--- src/hw/rtl/occ_pkg.sv ---
`default_nettype none

package occ_pkg;

  // table sizes and field widths
  localparam int unsigned MAX_CORES = 8;
  localparam int unsigned MAX_TASKS = 64;
  localparam int unsigned CORE_W    = 3;  // index of a core inside the table
  localparam int unsigned CIDX_W    = 4;  // core index as requested
  localparam int unsigned TASK_W    = 6;
  localparam int unsigned CNT_W     = 4;  // holds 0..MAX_CORES

  // request opcodes
  localparam logic OP_TAKE    = 1'b0;
  localparam logic OP_RELEASE = 1'b1;

  // result status codes
  localparam logic STATUS_OK  = 1'b0;
  localparam logic STATUS_ERR = 1'b1;

  // classified command kinds
  typedef enum logic [1:0] {
    CMD_TAKE,
    CMD_RELEASE,
    CMD_BAD
  } cmd_kind_e;

  // command word from the front end to the back end
  typedef struct packed {
    cmd_kind_e           kind;
    logic [CORE_W-1:0]   core;
    logic [TASK_W-1:0]   task_id;
  } cmd_t;

endpackage

`default_nettype wire

--- src/hw/rtl/occ_if.sv ---
`default_nettype none

// request channel
interface occ_req_if;
  import occ_pkg::*;

  logic                valid;
  logic                ready;
  logic                opcode;
  logic [CIDX_W-1:0]   core_sel;
  logic [TASK_W-1:0]   task_sel;

  modport source (output valid, opcode, core_sel, task_sel, input ready);
  modport sink   (input valid, opcode, core_sel, task_sel, output ready);
endinterface

// result channel
interface occ_rsp_if;
  import occ_pkg::*;

  logic                valid;
  logic                ready;
  logic                status;
  logic                preempted_valid;
  logic [TASK_W-1:0]   preempted_task;
  logic [CORE_W-1:0]   affected_core;
  logic [MAX_CORES-1:0] busy_mask;
  logic [CNT_W-1:0]    busy_count;
  logic [CNT_W-1:0]    free_count;

  modport source (output valid, status, preempted_valid, preempted_task, affected_core,
                  busy_mask, busy_count, free_count, input ready);
  modport sink   (input valid, status, preempted_valid, preempted_task, affected_core,
                  busy_mask, busy_count, free_count, output ready);
endinterface

// configuration write channel
interface occ_cfg_if;
  import occ_pkg::*;

  logic                valid;
  logic                ready;
  logic [CNT_W-1:0]    data;

  modport source (output valid, data, input ready);
  modport sink   (input valid, data, output ready);
endinterface

`default_nettype wire

--- src/hw/rtl/occ_front.sv ---
`default_nettype none

module occ_front (
  occ_req_if.sink                   req_i,
  input  wire logic [occ_pkg::CNT_W-1:0] active_cores_i,
  output logic                      push_valid_o,
  output occ_pkg::cmd_t             push_cmd_o,
  input  wire logic                 push_ready_i
);
  import occ_pkg::*;

  logic core_ok;

  // a take must name a core below the active count
  assign core_ok = (CNT_W'(req_i.core_sel) < active_cores_i) &&
                   (req_i.core_sel < CIDX_W'(MAX_CORES));

  // classify the request word
  always_comb begin
    push_cmd_o.core    = req_i.core_sel[CORE_W-1:0];
    push_cmd_o.task_id = req_i.task_sel;
    if (req_i.opcode == OP_RELEASE) begin
      push_cmd_o.kind = CMD_RELEASE;
    end else if (core_ok) begin
      push_cmd_o.kind = CMD_TAKE;
    end else begin
      push_cmd_o.kind = CMD_BAD;
    end
  end

  // handshake straight into the queue
  assign push_valid_o = req_i.valid;
  assign req_i.ready  = push_ready_i;

endmodule

`default_nettype wire

--- src/hw/rtl/occ_queue.sv ---
`default_nettype none

module occ_queue #(
  parameter int unsigned DEPTH = 4
) (
  input  wire logic          clk_i,
  input  wire logic          rst_ni,
  input  wire logic          push_valid_i,
  output logic               push_ready_o,
  input  wire occ_pkg::cmd_t push_cmd_i,
  output logic               pop_valid_o,
  input  wire logic          pop_ready_i,
  output occ_pkg::cmd_t      pop_cmd_o
);
  import occ_pkg::*;

  localparam int unsigned PTR_W = $clog2(DEPTH);
  localparam int unsigned CNT_QW = $clog2(DEPTH + 1);

  cmd_t               mem_q [DEPTH];
  logic [PTR_W-1:0]   wr_ptr_q, wr_ptr_d;
  logic [PTR_W-1:0]   rd_ptr_q, rd_ptr_d;
  logic [CNT_QW-1:0]  count_q, count_d;
  logic               push, pop;

  assign push_ready_o = (count_q != CNT_QW'(DEPTH));
  assign pop_valid_o  = (count_q != '0);
  assign pop_cmd_o    = mem_q[rd_ptr_q];
  assign push         = push_valid_i && push_ready_o;
  assign pop          = pop_valid_o && pop_ready_i;

  // pointer wrap and fill level
  always_comb begin
    wr_ptr_d = wr_ptr_q;
    rd_ptr_d = rd_ptr_q;
    count_d  = count_q;
    if (push) begin
      wr_ptr_d = (wr_ptr_q == PTR_W'(DEPTH - 1)) ? '0 : wr_ptr_q + 1'b1;
    end
    if (pop) begin
      rd_ptr_d = (rd_ptr_q == PTR_W'(DEPTH - 1)) ? '0 : rd_ptr_q + 1'b1;
    end
    if (push && !pop) begin
      count_d = count_q + 1'b1;
    end else if (pop && !push) begin
      count_d = count_q - 1'b1;
    end
  end

  always_ff @(posedge clk_i or negedge rst_ni) begin
    if (!rst_ni) begin
      wr_ptr_q <= '0;
      rd_ptr_q <= '0;
      count_q  <= '0;
    end else begin
      wr_ptr_q <= wr_ptr_d;
      rd_ptr_q <= rd_ptr_d;
      count_q  <= count_d;
    end
  end

  // entry storage
  always_ff @(posedge clk_i) begin
    if (push) begin
      mem_q[wr_ptr_q] <= push_cmd_i;
    end
  end

endmodule

`default_nettype wire

--- src/hw/rtl/occ_back.sv ---
`default_nettype none

module occ_back (
  input  wire logic                 clk_i,
  input  wire logic                 rst_ni,
  occ_cfg_if.sink                   cfg_i,
  occ_rsp_if.source                 rsp_o,
  input  wire logic                 pop_valid_i,
  input  wire occ_pkg::cmd_t        pop_cmd_i,
  output logic                      pop_ready_o,
  output logic [occ_pkg::CNT_W-1:0] active_cores_o
);
  import occ_pkg::*;

  localparam logic ST_EXEC   = 1'b0;
  localparam logic ST_LOOKUP = 1'b1;

  logic                 state_q;
  logic                 rsp_valid_q;
  logic [MAX_CORES-1:0] busy_q, busy_d;
  logic [CNT_W-1:0]     busy_total_q, busy_total_d;
  logic [CNT_W-1:0]     active_q;
  logic [MAX_TASKS-1:0] link_vld_q, link_vld_d;
  logic [TASK_W-1:0]    owner_q [MAX_CORES];
  logic [CORE_W-1:0]    link_mem [MAX_TASKS];
  logic [CORE_W-1:0]    link_rd_q;
  logic [TASK_W-1:0]    rel_task_q;

  logic                 slot_free, pop, cfg_wr;
  logic                 exec_take, exec_bad, start_rel, exec_rel, rel_ok;
  logic                 load;
  logic                 status_d, pre_valid_d;
  logic [TASK_W-1:0]    pre_task_d;
  logic [CORE_W-1:0]    affected_d;
  logic [CNT_W-1:0]     free_d;

  // result register slot and queue pop
  assign slot_free   = !rsp_valid_q || rsp_o.ready;
  assign pop_ready_o = (state_q == ST_EXEC) && slot_free;
  assign pop         = pop_valid_i && pop_ready_o;
  assign exec_take   = pop && (pop_cmd_i.kind == CMD_TAKE);
  assign exec_bad    = pop && (pop_cmd_i.kind == CMD_BAD);
  assign start_rel   = pop && (pop_cmd_i.kind == CMD_RELEASE);
  assign exec_rel    = (state_q == ST_LOOKUP) && slot_free;
  assign rel_ok      = link_vld_q[rel_task_q] && busy_q[link_rd_q];

  assign cfg_i.ready    = 1'b1;
  assign cfg_wr         = cfg_i.valid && cfg_i.ready;
  assign active_cores_o = active_q;

  // carry out the command at the head
  always_comb begin
    busy_d       = busy_q;
    busy_total_d = busy_total_q;
    load         = 1'b0;
    status_d     = STATUS_ERR;
    pre_valid_d  = 1'b0;
    pre_task_d   = '0;
    affected_d   = '0;
    if (exec_take) begin
      load       = 1'b1;
      status_d   = STATUS_OK;
      affected_d = pop_cmd_i.core;
      if (busy_q[pop_cmd_i.core]) begin
        pre_valid_d = 1'b1;
        pre_task_d  = owner_q[pop_cmd_i.core];
      end else begin
        busy_d[pop_cmd_i.core] = 1'b1;
        busy_total_d           = busy_total_q + 1'b1;
      end
    end else if (exec_bad) begin
      load = 1'b1;
    end else if (exec_rel) begin
      load = 1'b1;
      if (rel_ok) begin
        busy_d[link_rd_q] = 1'b0;
        busy_total_d      = busy_total_q - 1'b1;
        affected_d        = link_rd_q;
        status_d          = STATUS_OK;
      end
    end
    free_d = (active_q >= busy_total_d) ? active_q - busy_total_d : '0;
  end

  // preempted task loses its link, the taker gains one
  always_comb begin
    link_vld_d = link_vld_q;
    if (exec_take) begin
      if (busy_q[pop_cmd_i.core]) begin
        link_vld_d[owner_q[pop_cmd_i.core]] = 1'b0;
      end
      link_vld_d[pop_cmd_i.task_id] = 1'b1;
    end
  end

  // control state and occupancy
  always_ff @(posedge clk_i or negedge rst_ni) begin
    if (!rst_ni) begin
      state_q      <= ST_EXEC;
      rsp_valid_q  <= 1'b0;
      busy_q       <= '0;
      busy_total_q <= '0;
      active_q     <= CNT_W'(MAX_CORES);
      link_vld_q   <= '0;
    end else begin
      if (cfg_wr) begin
        if (cfg_i.data inside {[1:MAX_CORES]}) begin
          active_q     <= cfg_i.data;
          busy_q       <= '0;
          busy_total_q <= '0;
        end
      end else begin
        busy_q       <= busy_d;
        busy_total_q <= busy_total_d;
      end
      if (start_rel) begin
        state_q <= ST_LOOKUP;
      end else if (exec_rel) begin
        state_q <= ST_EXEC;
      end
      if (load) begin
        rsp_valid_q <= 1'b1;
      end else if (rsp_o.ready) begin
        rsp_valid_q <= 1'b0;
      end
      link_vld_q <= link_vld_d;
    end
  end

  // owner table, link memory and result payload
  always_ff @(posedge clk_i) begin
    if (exec_take) begin
      owner_q[pop_cmd_i.core]    <= pop_cmd_i.task_id;
      link_mem[pop_cmd_i.task_id] <= pop_cmd_i.core;
    end
    if (start_rel) begin
      link_rd_q  <= link_mem[pop_cmd_i.task_id];
      rel_task_q <= pop_cmd_i.task_id;
    end
    if (load) begin
      rsp_o.status          <= status_d;
      rsp_o.preempted_valid <= pre_valid_d;
      rsp_o.preempted_task  <= pre_task_d;
      rsp_o.affected_core   <= affected_d;
      rsp_o.busy_mask       <= busy_d;
      rsp_o.busy_count      <= busy_total_d;
      rsp_o.free_count      <= free_d;
    end
  end

  assign rsp_o.valid = rsp_valid_q;

  // busy count tracks the busy bits
  assert property (@(posedge clk_i) disable iff (!rst_ni)
    busy_total_q == CNT_W'($countones(busy_q)))
    else $error("busy count out of step with busy bits");

  // no core at or beyond the active count is busy
  assert property (@(posedge clk_i) disable iff (!rst_ni)
    (busy_q >> active_q) == '0)
    else $error("inactive core marked busy");

  // link lookup only follows a release pop, and may wait for the result slot
  assert property (@(posedge clk_i) disable iff (!rst_ni)
    (state_q == ST_LOOKUP) |-> ($past(start_rel) || $past(state_q == ST_LOOKUP)))
    else $error("lookup state entered without a release");

endmodule

`default_nettype wire

--- src/hw/rtl/core_occupancy_table_unit.sv ---
// channel  | dir | payload                                              | fires on
// req_i    | in  | opcode, core_sel, task_sel                          | valid & ready
// rsp_o    | out | status, preempted_valid/task, affected_core, counts  | valid & ready
// cfg_i    | in  | data = active_cores                                  | valid & ready
//
// a take completes as it is popped, a release passes through a lookup state: the
// task link table has one registered read port, looked up before the release completes
// path: queue entry, lookup state (release only), result register
// reset: all cores free, all task links cleared, active_cores = 8
// a configuration write of 1..MAX_CORES clears occupancy; owners and task links are kept
// a queue of QUEUE_DEPTH words decouples intake from the back end; the back end
// holds while the result register is full and not taken
`default_nettype none

module core_occupancy_table_unit #(
  parameter int unsigned QUEUE_DEPTH = 4
) (
  input  wire logic clk_i,
  input  wire logic rst_ni,
  occ_req_if.sink   req_i,
  occ_rsp_if.source rsp_o,
  occ_cfg_if.sink   cfg_i
);
  import occ_pkg::*;

  logic             push_valid, push_ready;
  logic             pop_valid, pop_ready;
  cmd_t             push_cmd, pop_cmd;
  logic [CNT_W-1:0] active_cores;

  // intake and classification
  occ_front u_front (
    .req_i          (req_i),
    .active_cores_i (active_cores),
    .push_valid_o   (push_valid),
    .push_cmd_o     (push_cmd),
    .push_ready_i   (push_ready)
  );

  // command queue
  occ_queue #(
    .DEPTH (QUEUE_DEPTH)
  ) u_queue (
    .clk_i        (clk_i),
    .rst_ni       (rst_ni),
    .push_valid_i (push_valid),
    .push_ready_o (push_ready),
    .push_cmd_i   (push_cmd),
    .pop_valid_o  (pop_valid),
    .pop_ready_i  (pop_ready),
    .pop_cmd_o    (pop_cmd)
  );

  // table update and result
  occ_back u_back (
    .clk_i          (clk_i),
    .rst_ni         (rst_ni),
    .cfg_i          (cfg_i),
    .rsp_o          (rsp_o),
    .pop_valid_i    (pop_valid),
    .pop_cmd_i      (pop_cmd),
    .pop_ready_o    (pop_ready),
    .active_cores_o (active_cores)
  );

endmodule

`default_nettype wire

--- src/flat_wrapper.sv ---
// flat-port wrapper written by rule: the top's interface ports become plain ports
module core_occupancy_table_unit_flat import occ_pkg::*;
#(
  parameter int unsigned QUEUE_DEPTH = 4
)
  (clk_i, rst_ni, req_i_valid, req_i_opcode, req_i_core_sel, req_i_task_sel, req_i_ready, rsp_o_valid, rsp_o_status, rsp_o_preempted_valid, rsp_o_preempted_task, rsp_o_affected_core, rsp_o_busy_mask, rsp_o_busy_count, rsp_o_free_count, rsp_o_ready, cfg_i_valid, cfg_i_data, cfg_i_ready);
  occ_req_if req_i_i ();
  occ_rsp_if rsp_o_i ();
  occ_cfg_if cfg_i_i ();
  input  wire logic clk_i;
  input  wire logic rst_ni;
  input wire logic [$bits(req_i_i.valid)-1:0] req_i_valid;
  input wire logic [$bits(req_i_i.opcode)-1:0] req_i_opcode;
  input wire logic [$bits(req_i_i.core_sel)-1:0] req_i_core_sel;
  input wire logic [$bits(req_i_i.task_sel)-1:0] req_i_task_sel;
  output wire logic [$bits(req_i_i.ready)-1:0] req_i_ready;
  output wire logic [$bits(rsp_o_i.valid)-1:0] rsp_o_valid;
  output wire logic [$bits(rsp_o_i.status)-1:0] rsp_o_status;
  output wire logic [$bits(rsp_o_i.preempted_valid)-1:0] rsp_o_preempted_valid;
  output wire logic [$bits(rsp_o_i.preempted_task)-1:0] rsp_o_preempted_task;
  output wire logic [$bits(rsp_o_i.affected_core)-1:0] rsp_o_affected_core;
  output wire logic [$bits(rsp_o_i.busy_mask)-1:0] rsp_o_busy_mask;
  output wire logic [$bits(rsp_o_i.busy_count)-1:0] rsp_o_busy_count;
  output wire logic [$bits(rsp_o_i.free_count)-1:0] rsp_o_free_count;
  input wire logic [$bits(rsp_o_i.ready)-1:0] rsp_o_ready;
  input wire logic [$bits(cfg_i_i.valid)-1:0] cfg_i_valid;
  input wire logic [$bits(cfg_i_i.data)-1:0] cfg_i_data;
  output wire logic [$bits(cfg_i_i.ready)-1:0] cfg_i_ready;
  assign req_i_i.valid = req_i_valid;
  assign req_i_i.opcode = req_i_opcode;
  assign req_i_i.core_sel = req_i_core_sel;
  assign req_i_i.task_sel = req_i_task_sel;
  assign req_i_ready = req_i_i.ready;
  assign rsp_o_valid = rsp_o_i.valid;
  assign rsp_o_status = rsp_o_i.status;
  assign rsp_o_preempted_valid = rsp_o_i.preempted_valid;
  assign rsp_o_preempted_task = rsp_o_i.preempted_task;
  assign rsp_o_affected_core = rsp_o_i.affected_core;
  assign rsp_o_busy_mask = rsp_o_i.busy_mask;
  assign rsp_o_busy_count = rsp_o_i.busy_count;
  assign rsp_o_free_count = rsp_o_i.free_count;
  assign rsp_o_i.ready = rsp_o_ready;
  assign cfg_i_i.valid = cfg_i_valid;
  assign cfg_i_i.data = cfg_i_data;
  assign cfg_i_ready = cfg_i_i.ready;
  core_occupancy_table_unit #(.QUEUE_DEPTH(QUEUE_DEPTH)) u_core (.clk_i(clk_i), .rst_ni(rst_ni), .req_i(req_i_i), .rsp_o(rsp_o_i), .cfg_i(cfg_i_i));
endmodule
--- config.mk ---
export PLATFORM = sky130hd
export DESIGN_NAME = core_occupancy_table_unit_flat
export DESIGN_NICKNAME = d
export VERILOG_FILES = /design/src/hw/rtl/occ_pkg.sv /design/src/hw/rtl/occ_if.sv /design/src/hw/rtl/occ_front.sv /design/src/hw/rtl/occ_queue.sv /design/src/hw/rtl/occ_back.sv /design/src/hw/rtl/core_occupancy_table_unit.sv /design/src/flat_wrapper.sv
export SDC_FILE = /design/constraint.sdc
export NUM_CORES = 1
export LEC_CHECK = 0
export ABC_AREA = 1
export BUFFER_PORTS_ARGS = -buffer_cell sky130_fd_sc_hd__buf_2
export CAP_MARGIN = 10
export CORE_ASPECT_RATIO = 0.8
export CORE_UTILIZATION = 30
export CTS_CLUSTER_DIAMETER = 80
export CTS_CLUSTER_SIZE = 12
export DETAILED_ROUTE_END_ITERATION = 7
export GPL_ROUTABILITY_DRIVEN = 0
export GPL_TIMING_DRIVEN = 0
export HOLD_SLACK_MARGIN = 0.15
export SYNTH_ARGS = -nofsm -noshare
export SYNTH_HDL_FRONTEND = slang
export SYNTH_SLANG_ARGS = --single-unit
--- constraint.sdc ---
create_clock -name clk_i -period 3.75 [get_ports clk_i]
set_input_delay 0.9375 -clock clk_i [delete_from_list [all_inputs] [get_ports clk_i]]
set_output_delay 0.9375 -clock clk_i [all_outputs]
set_load 0.05 [all_outputs]
=== Word-level counts from Yosys, hierarchy flattened ===
Memory sizes are Yosys's and may differ from the RTL's. A register that Yosys moved wholly into a read port is not among the register bits.
Cells that the tools add are included.

* Bits in registers: 122
* Bits in writable memories: 284
* Input port bits: 20
* Output and inout bits: 30
* Word-level logic and storage cells: 136
* Memories: 3

{| class="wikitable"
|+ Memories
! name !! words !! width !! rd ports !! clocked after Yosys merged registers in !! wr ports !! line !! source
|-
| u_core.u_back.link_mem || 64 || 3 || 1 || 1 || 1 || occ_back.sv:25 || <nowiki>logic [CORE_W-1:0] link_mem [MAX_TASKS];</nowiki>
|-
| u_core.u_back.owner_q || 8 || 6 || 1 || 0 || 1 || occ_back.sv:24 || <nowiki>logic [TASK_W-1:0] owner_q [MAX_CORES];</nowiki>
|-
| u_core.u_queue.mem_q || 4 || 11 || 1 || 0 || 1 || occ_queue.sv:20 || <nowiki>cmd_t mem_q [DEPTH];</nowiki>
|}

* $add $sub $neg: 7
* $lt $le $gt $ge: 14
* Equality and inequality tests: 6
* Muxes and demuxes: 55
* Bitwise operators: 7
* Reductions and logical operators: 27

{| class="wikitable"
|+ Operators by type and width
! cell !! count
|-
| 64-bit 2-to-1 mux || 2
|-
| 64-bit AND || 1
|-
| 64-bit NOT || 1
|-
| 64-bit bitwise OR || 1
|-
| 8-bit 2-to-1 mux || 7
|-
| 4-bit 2-to-1 mux || 7
|-
| 1-bit 2-to-1 mux || 22
|-
| 6-bit by 7-bit < comparator with 1-bit output, second input constant || 3
|-
| 3-bit 2-to-1 mux || 6
|-
| 1-bit logical AND || 16
|-
| 1-bit demux with 6-bit select || 2
|-
| 6-bit by 1-bit >= comparator with 1-bit output, second input constant || 2
|-
| 8-bit AND || 1
|-
| 3-bit by 4-bit < comparator with 1-bit output, second input constant || 2
|-
| 2-bit 2-to-1 mux || 4
|-
| 8-bit NOT || 1
|-
| 8-bit bitwise OR || 1
|-
| 1-bit binary-select mux with 3-bit select || 2
|-
| 1-bit binary-select mux with 6-bit select || 1
|-
| 1-bit demux with 3-bit select || 2
|-
| 2-bit == test, second input constant || 3
|-
| 3-bit by 1-bit >= comparator with 1-bit output, second input constant || 2
|-
| 2-bit nonzero test || 3
|-
| 2-bit by 1-bit adder with 2-bit output, second input constant || 2
|-
| 19 further kinds || 22
|}

=== Logic depth before layout (Yosys ltp) ===
Gate-level depths: netlist of the first run.

* Depth after elaboration: 11
* Gate-level depth with buffers: 23

=== Cells and area by module ===
From an unflattened synthesis of the first run, not the netlist that was laid out.

* Cells, all modules: 1,568
* Area total of the unflattened synthesis: 17,440.5 um^2

{| class="wikitable"
|+ Modules (own cells, without submodules)
! module !! instances !! cells an instance !! area an instance (um^2)
|-
| occ_back || 1 || 1,350 || 15,016.9
|-
| occ_queue || 1 || 187 || 2,230.9
|-
| occ_front || 1 || 31 || 192.7
|}

=== Worst setup path before layout of the first run ===
OpenSTA, ideal clock, no wires.

* Kind: in2reg
* From: in rsp_o_ready
* To: reg u_core.u_back.rsp_o.free_count[2] (netlist name), data pin
* Setup time: 0.265 ns
* Arrival time: 3.182 ns
* Required time: 3.485 ns
* Path slack: 0.303 ns
* Cell stages on the path: 18
* Path buffers: 1
* Path through: nor2_1 nor2_1 inv_1 nor2_1 nand2_1 nor2_4 buf_2 nand2_1 nand2_1 nand2_1 nand2_1 ha_1 inv_1 fa_1 nand2_1 nand3b_1 a21oi_1 nor3b_1

* Word-level cells in the longest chain between the ends: 7

{| class="wikitable"
|+ Ends and longest elaborated chain
! what !! line !! source
|-
| start: declaration || flat_wrapper.sv:25 || <nowiki>input wire logic [$bits(rsp_o_i.ready)-1:0] rsp_o_ready;</nowiki>
|-
| 1-bit logical OR (*) || occ_back.sv:38 || <nowiki>assign slot_free = !rsp_valid_q || rsp_o.ready;</nowiki>
|-
| 1-bit logical AND || occ_back.sv:39 || <nowiki>assign pop_ready_o = (state_q == ST_EXEC) && slot_free;</nowiki>
|-
| 1-bit logical AND || occ_back.sv:40 || <nowiki>assign pop = pop_valid_i && pop_ready_o;</nowiki>
|-
| 1-bit logical AND || occ_back.sv:42 || <nowiki>assign exec_bad = pop && (pop_cmd_i.kind == CMD_BAD);</nowiki>
|-
| 4-bit 2-to-1 mux || occ_back.sv:71 || <nowiki>end else if (exec_bad) begin</nowiki>
|-
| 4-bit 2-to-1 mux (*) || occ_back.sv:60 || <nowiki>if (exec_take) begin</nowiki>
|-
| net u_core.u_back.busy_total_d[0] || occ_back.sv:21 || <nowiki>logic [CNT_W-1:0] busy_total_q, busy_total_d;</nowiki>
|-
| 4-bit subtractor or 4-bit >= comparator (tied branches) || occ_back.sv:82 || <nowiki>free_d = (active_q >= busy_total_d) ? active_q - busy_total_d : '0;</nowiki>
|-
| end signal: assignment || occ_back.sv:147 || <nowiki>rsp_o.free_count <= free_d;</nowiki>
|-
| end: declaration || occ_if.sv:32 || <nowiki>busy_mask, busy_count, free_count, input ready);</nowiki>
|}

The timed path passes the listed nets; every way through them passes the cells marked *.
A chain may end at the register's enable or synchronous reset.

==> qor.yml, run 1 <==
status:
  outcome: "complete, no violations"
sta:
  setup_viol: 0
  max-slew-margin-rel_pct: 13.85
  worst_pin_slew_ps: 1282
  post-route-period-util_pct: 92.34
  clock_skew_ps: 25.52
  slew_violations: 0
  period_minus_slack_ps: 3463
  holdWs_ps: 314.3
  timing.fmax_mhz: 288.8
  hold_viol: 0
global_routing:
  grt.total_usage_pct: 16.29
  grt_overflow: 0
  grt_pass1_wl_um: 76520
  antenna_found_initial: 0
  first_global_vias: 12450
  grt_max_degree: 74
critical_path:
  r2r_cells: 21
  path_cells: "buf_6 > inv_4 > buf_6 > buf_6 > nand2_2 > a32oi_4 > buf_12 > nand2_2 > nand2_4 > buf_8 > nand2_1 > nand2_1 > nand2_1 > nand2_1 > ha_1 > inv_1 > fa_1 > nand2_1 > nand3b_1 > a21oi_2 > nor3b_1"
  arrival_ps: 3750
  timing.rr.start: "u_core.u_queue.rd_ptr_q[0]"
  path_max_fanout: 19
  cp.required_ps: 4040
  cpMaxStageDelayCell: "dfrtp_1"
  crit_buf_inv: 7
  slowest_delay_ps: 400
  crit_type: "reg -> reg"
  r2r-end: "u_core.u_back.rsp_o.free_count[2]"
  end_kind: "register"
  worst_setup_path_start_kind: "register"
  cpMostUsedCell: "nand2_1"
  crit_family: "buffers and inverters"
  r2r_slack_ps: 290
synth:
  ys_top_cells_by_area: "edfxtp_1, nand2_1, dfrtp_1"
  syn_nets: 1776
  synth_xor_xnor_area_share_pct: 0.1926
  synth_compound_area_share_pct: 6.197
  yosysTopAreaCell: "edfxtp_1"
  synth_most_common_cell: "nand2_1"
  muxShareOfSynthArea_pct: 0.1238
  synth-simple-area-share_pct: 21.78
  synth_top_family_by_area: "simple AND/OR/NAND/NOR gates"
  yosysSeqAreaShare_pct: 65.07
  ys_ff_latch: 409
  synth.avg_cell_area_um2: 10.46
  synth_top_area_share_pct: 52.82
  synth_fa_ha_area_share_pct: 1.252
  synthFlopType: "edfxtp_1"
  synth_cell_types: 46
  syn_inst: 1739
  synth_area_um2: 18190
  synth_warnings: 0
  netlist_top_cells_count: "nand2_1, edfxtp_1, nor2_1"
  async_reset_ff_share_pct: 21.76
  synth_edf_count: 320
drt:
  first_pass_iters: 5
  via_count: 12990
  wire_per_inst_um: 18.99
  wirelength_um: 50180
  drtAntennaViolNets: 0
  m1WireLength_um: 23450
  drc_errors: 0
  vias_per_cell: 4.916
  wl_met3_um: 3935
  routed.top_layer: "met4"
  drtIter0Drc: 1490
  wl_met2_um: 22080
clocking:
  cts.clk_slew.worst_paths_ps: 60
  clkSinkCount: 409
  clk_path_buf_depth: 3
  cts_root_buf: "clkbuf_16"
  h-tree-depth: 2
  cts_tree: "yes"
  clock_latency_ps: 550
  cts_buffers: 40
power:
  ir_worst_vdd_uv: 390.2
  clockPowerShare_pct: 19.1
  seq_power_share_pct: 35.1
  p_sw_w: 0.008409
  swShare_pct: 43.71
  p_leak_nw: 8.135
  p_int_w: 0.01083
  power_density_nw_per_um2: 924.8
  p_comb_share_pct: 45.8
floorplanning:
  die_h_um: 222.3
  io_pins: 50
  std_cell_rows: 80
  initial_utilization_pct: 30.44
  coreArea_um2: 59760
  dieArea_um2: 61640
  die_x_um: 277.3
job:
  max-cap-violations: 0
layout:
  n_antenna_cell: 0
  drive_above_1_share_pct: 14.91
  final_area_um2: 20800
  nNetsFinal: 1878
  synthToLayoutAreaGrowth_pct: 14.35
  final_cells: 2643
placed_design:
  dp_hpwl_um: 33470
  io_buffers: 48
  dp.cells: 2568
  post_dp_cell_area_um2: 19470
worst_hold_path:
  hp-class: "in -> async"
[flip-flops by register name (all words and copies together), names as in the netlist]
register,flops
u_core.u_back.busy_q,8
u_core.u_queue.wr_ptr_q,2
u_core.u_queue.mem_q,44
u_core.u_back.state_q,1
u_core.u_back.link_mem,192
u_core.u_back.rsp_o.valid,1
u_core.u_back.rsp_o.status,1
u_core.u_back.busy_total_q,4
u_core.u_back.rsp_o.busy_mask,8
u_core.u_back.rel_task_q,6
u_core.u_back.rsp_o.affected_core,3
u_core.u_back.owner_q,48
u_core.u_back.link_vld_q,64
u_core.u_queue.count_q,3
u_core.u_back.active_cores_o,4
u_core.u_back.link_rd_q,3
u_core.u_back.rsp_o.preempted_valid,1
u_core.u_back.rsp_o.preempted_task,6
u_core.u_queue.rd_ptr_q,2
u_core.u_back.rsp_o.free_count,4
u_core.u_back.rsp_o.busy_count,4
[placed cells by master (no fill, tap or decap), drive strengths merged]
cell,instances
buf,111
a22oi,49
fa,2
nand3b,1
inv,147
conb,1
o22ai,3
nor2,141
dfrtp,88
ha,15
nand4,10
mux2,2
xnor2,3
nand3,109
nand2,631
o31ai,2
o21a,1
nor3b,1
a21oi,37
dfstp,1
clkinv,2
or2,6
nor3,15
clkbuf,71
a32oi,4
o21bai,3
o21ai,83
bufbuf,2
o211ai,2
xor2,1
edfxtp,320
[cells by family (layout without fill, tap and decap cells)]
group	count (synthesis)	count (layout)
AO/OA/AOI/OAI	184	184
XOR/XNOR	4	4
adder cells (fa/ha/maj)	17	17
buffers and inverters	208	333
flip-flops	409	409
multiplexers	2	2
other	1	1
AND/OR/NAND/NOR	914	914
[layout make-up]
cell class / count / area, µm²
multi-input cells: 1122 / 5429
fillers: 5963 / 38950
clock buffers: 61 / 1101
clock inverters: 4 / 32.53
flip-flops and latches: 409 / 11840
plain buffers: 62 / 447.9
repair buffers: 61 / 425.4
inverters: 145 / 554.3
well taps: 779 / 974.7
[per-stage QoR]
step	power, W	utilization, %	TNS [ps]	worst slack, ps
floorplan	0.01237	-	0	302.5
global placement	0.01498	32.48	-16830	-570.0
detailed placement	0.01517	32.59	-2077	-468.6
CTS	0.01904	34.63	0	3.316
global route	0.02029	34.81	-30.98	-17.15
finish	0.01924	34.81	0	287.4
[how the worst max path moves through the flow]
| stage | from | endpoint | slack [ps] | cells after the start |
|---|---|---|---|---|
| finish | u_core.u_queue.rd_ptr_q[0] | u_core.u_back.rsp_o.free_count[2] | 290 | 21 |
| global route | u_core.u_queue.rd_ptr_q[0] | u_core.u_back.rsp_o.free_count[2] | -20 | 23 |
| CTS | u_core.u_back.rel_task_q[2] | u_core.u_back.rsp_o.free_count[2] | 3 | 18 |
| detailed placement | rsp_o_ready | u_core.u_back.rsp_o.free_count[2] | -470 | 19 |
| global placement | rsp_o_ready | u_core.u_back.rsp_o.preempted_task[3] | -570 | 3 |
| floorplan | rsp_o_ready | u_core.u_back.rsp_o.free_count[2] | 300 | 18 |
[layer usage]
metal  track usage [%]  vias to the layer above
li1                  -                     6030
met1             24.19                     6380
met2             24.68                      531
met3             2.892                       53
met4             3.441                        0
met5                 0                        -
[repair_timing]
item / 4_1_cts / 5_1_grt
endpoints found under the hold margin: 0 / 0
hold buffers: 0 / 0
pin swaps: 0 / 4
gates resized for setup: 4 / 17
buffers inserted: 0 / 7
setup endpoints to repair: 4 / 22
cloned: 2 / 0
[worst register-to-register path: cells and delay by family (launching register included)]
kind	cells	cell delay (ps)
AOI/OAI and AO/OA	2	450
DFF	1	400
buffers and inverters	7	950
and+or+nand+nor	10	850
adders and majority gates	2	540
[power by group through the flow]
stage / registers (W) / logic (W) / clock network [W]
after floorplan: 0.00728 / 0.00509 / 0
after global placement: 0.00682 / 0.00816 / 0
after detailed placement: 0.00682 / 0.00835 / 0
after CTS: 0.00673 / 0.00857 / 0.00374
after global routing: 0.00682 / 0.00956 / 0.00391
final: 0.00675 / 0.00882 / 0.00367
No activity file was read; power rests on OpenSTA's default activity.
==> inputs of run 2 (changes only) <==
- BUFFER_PORTS_ARGS: -buffer_cell sky130_fd_sc_hd__buf_2 -> unset
- DONT_BUFFER_PORTS: unset -> 1
- HOLD_SLACK_MARGIN: 0.15 -> 0.06
==> run 2 against run 1 <==
  * Clock-buffer cell count grew 8
  * Critical endpoint unchanged
  * Sequential share of layout area grew 0.59 points
  * Wire length is essentially flat
  * Clock skew grew 21 ps
  * Non-clock buffer count shrank 44
  * Global-route usage shrank 0.090 points
  * Highest routed layer unchanged
  * Flip-flop and latch count is the same
  * Design area shrank 1.0%
==> qor.yml, run 2 (synthesized netlist as in run 1, its figures left out) <==
clocking:
  clock_latency_ps: 580
  clk_path_buf_depth: 3
  cts_buffers: 40
  cts.clk_slew.worst_paths_ps: 60
  cts_root_buf: "clkbuf_16"
  cts_tree: "yes"
  clkSinkCount: 409
  h-tree-depth: 2
job:
  max-cap-violations: 0
layout:
  layout_common_cells: "nand2_1, edfxtp_1, nor2_1, inv_1, nand3_1"
  reg_top3: "u_core.u_back.link_mem x192, u_core.u_back.link_vld_q x64, u_core.u_back.owner_q x48"
  largest_reg_flops: 192
  drive_above_1_share_pct: 12.90
  synthToLayoutAreaGrowth_pct: 13.19
  fillers: 5951
  n_antenna_cell: 0
  max_flop_register: "u_core.u_back.link_mem"
  layout_commonest_cell: "nand2_1"
  nNetsFinal: 1834
drt:
  drtAntennaViolNets: 0
  wire_per_inst_um: 19.24
  wirelength_um: 50180
  via_count: 12860
  drc_errors: 0
  first_pass_iters: 6
  vias_per_cell: 4.933
  drtIter0Drc: 1507
sta:
  hold_viol: 0
  period_minus_slack_ps: 3534
  clock_skew_ps: 46.36
  slew_violations: 0
  post-route-period-util_pct: 94.24
  setup_viol: 0
  worst_pin_slew_ps: 1233
  timing.fmax_mhz: 283.0
  max-slew-margin-rel_pct: 17.18
  holdWs_ps: 88.95
critical_path:
  worst_setup_path_start_kind: "register"
  path_cells: "buf_6 > inv_4 > nand2_1 > nand3_1 > nand2_4 > buf_4 > o21ai_0 > nand2_1 > nand2_1 > nand2_1 > nand2_4 > buf_8 > nand2_1 > nand2_1 > nand2_1 > nand2_1 > ha_1 > inv_1 > fa_1 > nand2_1 > nand3b_1 > a21oi_2 > nor3b_1"
  cpMostUsedCell: "nand2_1"
  slowest_delay_ps: 400
  crit_type: "reg -> reg"
  cp.required_ps: 4060
  end_kind: "register"
  crit_family: "simple AND/OR/NAND/NOR gates"
  cpMaxStageDelayCell: "dfrtp_1"
  arrival_ps: 3840
  crit_buf_inv: 5
  path_max_fanout: 10
global_routing:
  grt.total_usage_pct: 16.20
  grt_pass1_wl_um: 76430
  grt_overflow: 0
  first_global_vias: 12450
  grt_max_degree: 74
  antenna_found_initial: 0
placed_design:
  dp_hpwl_um: 33090
  io_buffers: 0
floorplanning:
  io_pins: 50
  coreArea_um2: 59760
  std_cell_rows: 80
  dieArea_um2: 61640
  initial_utilization_pct: 30.44
  die_h_um: 222.3
  die_x_um: 277.3
worst_hold_path:
  hp-class: "in -> async"
power:
  ir_worst_vdd_uv: 458.9
  p_leak_nw: 7.955
  power_density_nw_per_um2: 928.8
  p_total_w: 0.01913
status:
  outcome: "complete, no violations"
==> run 2: cell types whose count changed in the layout (fill, tap and decap cells not counted), sizes merged <==
cell,change
clkbuf,+6
bufbuf,-1
buf,-43
clkinv,+1
dlygate4sd3,+2
==> run 2: what timing repair did <==
item,in CTS,in global routing
pin swaps,2,4
cloned,1,1
buffers inserted,4,5
hold buffers,2,0
resized for setup,6,15
endpoints found under the hold margin,9,0
endpoints found under the setup margin,4,6
==> run 2: layout make-up <==
type                       instances  area [µm²]  area share, %
multi-input combinational       1122        5431          26.38
clock inverter                     5       58.81         0.2856
inverter                         145       551.8          2.680
clock buffer                      69        1110          5.389
buffer                            62       445.4          2.163
sequential                       409       11840          57.49
tap                              779       974.7          4.733
timing repair buffer              17       181.4         0.8810
==> run 2: worst register-to-register path, cell delays in order, from the launching register on <==
cell and delay, ps:
dfrtp_1 400, buf_6 150, inv_4 60, nand2_1 50
nand3_1 120, nand2_4 130, buf_4 210, o21ai_0 170
nand2_1 80, nand2_1 100, nand2_1 110, nand2_4 110
buf_8 170, nand2_1 80, nand2_1 70, nand2_1 40
nand2_1 110, ha_1 160, inv_1 60, fa_1 380
nand2_1 100, nand3b_1 110, a21oi_2 240, nor3b_1 90
==> run 2: report_power, final <==
part / total, W / internal [W] / switching (W)
Sequential: 0.00733 / 0.00641 / 0.000928
Combinational: 0.00803 / 0.00227 / 0.00576
Clock: 0.00376 / 0.00203 / 0.00174
==> run 2: final timing paths <==
path | cells after the start | start | slack (ps) | endpoint
max | 23 | u_core.u_queue.rd_ptr_q[0] | 220 | u_core.u_back.rsp_o.free_count[2]
min | 0 | rst_ni | 90 | u_core.u_back.link_vld_q[28]
max reg2reg | 23 | u_core.u_queue.rd_ptr_q[0] | 220 | u_core.u_back.rsp_o.free_count[2]
min reg2reg | 2 | u_core.u_back.link_vld_q[10] | 480 | u_core.u_back.link_vld_q[10]
max in group asynchronous | 1 | rst_ni | 2150 | u_core.u_back.busy_q[3]
min in group clk_i | 1 | cfg_i_valid | 460 | u_core.u_back.busy_q[7]
==> run 2: per-stage QoR <==
step | TNS (ps) | setup slack, ps | instances | util [%] | instance area (µm²)
floorplan | 0 | 302.5 | 1739 | - | 18190
CTS | 0 | 41.85 | 2600 | 34.27 | 20480
detailed placement | -1627 | -422.0 | 2520 | 32.13 | 19200
global placement | -13160 | -446.5 | 2518 | 32.07 | 19170
global route | -89.56 | -36.41 | 2608 | 34.46 | 20590
finish | 0 | 216.1 | 2608 | 34.46 | 20590
==> run 2: metal layers <==
metal	GRT usage, %	share of wire, %	vias to the layer above
met5	0	0	-
met4	4.373	2.1	0
met3	3.828	9.1	77
met2	23.74	43	537
met1	23.77	46	6310
li1	-	-	5940
==> inputs of run 3 (changes only) <==
- clock period: 3.75 -> 3.6 ns (I/O delays scaled with it)
==> run 3 against run 2 <==
  * Fmax up 3.3%
  * Worst hold slack better by 100 ps
  * Global-route usage about the same
  * Largest power group unchanged
  * Utilization up 0.26 points
  * Critical path type unchanged
==> qor.yml, run 3 (synthesized netlist as in run 1, its figures left out) <==
sta:
  clock_skew_ps: 45.44
  rsz0062_at_grt: "no"
  slew_violations: 0
  timing.fmax_mhz: 292.4
  setup_slack_ps: 179.6
  post-route-period-util_pct: 95.01
  period_minus_slack_ps: 3420
  max-slew-margin-rel_pct: 21.83
  hold_viol: 0
  worst_pin_slew_ps: 1173
  setup_viol: 0
drt:
  wl_met3_um: 4609
  drc_errors: 0
  drtAntennaViolNets: 0
  drtIter0Drc: 1448
  wirelength_um: 50210
  wl_met2_um: 21470
  via_count: 12890
  vias_per_cell: 4.927
  m1WireLength_um: 23110
  first_pass_iters: 5
  wire_per_inst_um: 19.19
  routed.top_layer: "met4"
critical_path:
  end_kind: "register"
  arrival_ps: 3670
  crit_type: "reg -> reg"
  cp.required_ps: 3850
  r2r_slack_ps: 180
  path_max_fanout: 11
  worst_setup_path_start_kind: "register"
  timing.rr.start: "u_core.u_queue.rd_ptr_q[0]"
  crit_start: "u_core.u_queue.rd_ptr_q[0]"
floorplanning:
  initial_utilization_pct: 30.44
  io_pins: 50
  dieArea_um2: 61640
  die_h_um: 222.3
  coreArea_um2: 59760
  die_x_um: 277.3
  std_cell_rows: 80
global_routing:
  grt.total_usage_pct: 16.21
  first_global_vias: 12480
  grt_overflow: 0
  grt_max_degree: 89
  grt_pass1_wl_um: 76470
  antenna_found_initial: 0
clocking:
  cts.clk_slew.worst_paths_ps: 60
  cts_tree: "yes"
  clk_path_buf_depth: 3
  clkSinkCount: 409
  cts_root_buf: "clkbuf_16"
  clock_latency_ps: 570
  h-tree-depth: 2
  cts_buffers: 40
power:
  p_leak_nw: 8.021
  p_total_w: 0.02015
  ir_worst_vdd_uv: 476.4
  power_density_nw_per_um2: 971.3
layout:
  drive_above_1_share_pct: 13.93
  layout_commonest_cell: "nand2_1"
  multi_input_area_um2: 5446
  regArea_um2: 11840
  final_cells: 2617
  max_flop_register: "u_core.u_back.link_mem"
  layout_common_cells: "nand2_1, edfxtp_1, nor2_1, inv_1, nand3_1"
  final_util_pct: 34.72
  reg_top3: "u_core.u_back.link_mem x192, u_core.u_back.link_vld_q x64, u_core.u_back.owner_q x48"
  n_antenna_cell: 0
  fillers: 5928
  nNetsFinal: 1843
  synthToLayoutAreaGrowth_pct: 14.05
  largest_reg_flops: 192
placed_design:
  io_buffers: 0
  dp_hpwl_um: 33090
  dp.cells: 2520
  place_ws_ps: -534.5
status:
  outcome: "complete, no violations"
job:
  max-cap-violations: 0
worst_hold_path:
  hp-class: "in -> async"
==> run 3: layout make-up <==
class / instances / area share [%]
Sequential cell: 409 / 57.06
Multi-Input combinational cell: 1122 / 26.25
Clock buffer: 69 / 5.349
Tap cell: 779 / 4.698
Inverter: 145 / 2.720
Buffer: 62 / 2.316
Timing Repair Buffer: 26 / 1.327
Clock inverter: 5 / 0.2834
==> run 3: metal layers <==
| layer | vias up | track usage (%) |
|---|---|---|
| li1 | 5961 | - |
| met1 | 6311 | 23.75 |
| met2 | 546 | 23.79 |
| met3 | 76 | 3.880 |
| met4 | 0 | 4.373 |
| met5 | - | 0 |
==> run 3: worst paths after layout <==
kind | to | cells past startpoint
min in group clk_i | u_core.u_back.busy_q[7] | 1
setup / recovery | u_core.u_back.link_mem[19][0] | 13
hold reg to reg | u_core.u_back.link_vld_q[10] | 2
setup reg to reg | u_core.u_back.link_mem[19][0] | 13
max in group asynchronous | u_core.u_back.link_vld_q[63] | 1
hold / removal | u_core.u_back.active_cores_o[3] | 0
==> run 3: worst max-delay path, cell delays in order (launching register included) <==
cell     delay (ps)
dfrtp_1         400
buf_6           150
inv_4            70
buf_8           130
buf_8           140
nand2_1          70
a32oi_2         710
inv_1           170
nor2_1          130
inv_1            70
nor2_1          270
inv_1           250
buf_2           290
nor2_1          280
==> run 3: through the flow <==
step	cell area, µm²	hold WS, ps	setup TNS (ps)
5_1_grt	20750	172.8	0
4_1_cts	20530	170.6	0
6_report	20750	191.9	0
3_5_place_dp	19200	467.3	-2207
3_3_place_gp	19170	456.3	-16650
2_1_floorplan	18190	441.5	0
==> run 3: timing repair <==
| item | 4_1_cts | 5_1_grt |
|---|---|---|
| resized for setup | 7 | 41 |
| endpoints found under the hold margin | 88 | 0 |
| hold buffers | 1 | 0 |
| endpoints found under the setup margin | 4 | 26 |
| pin swaps | 2 | 7 |
| buffers inserted | 5 | 14 |
| cloned | 2 | 0 |
==> run 3: report_power, final <==
part,internal (W),switching (W),total [W]
logic,0.00253,0.00608,0.00860
registers,0.00667,0.000951,0.00762
clock network,0.00211,0.00181,0.00393
total,0.0113,0.00884,0.0202
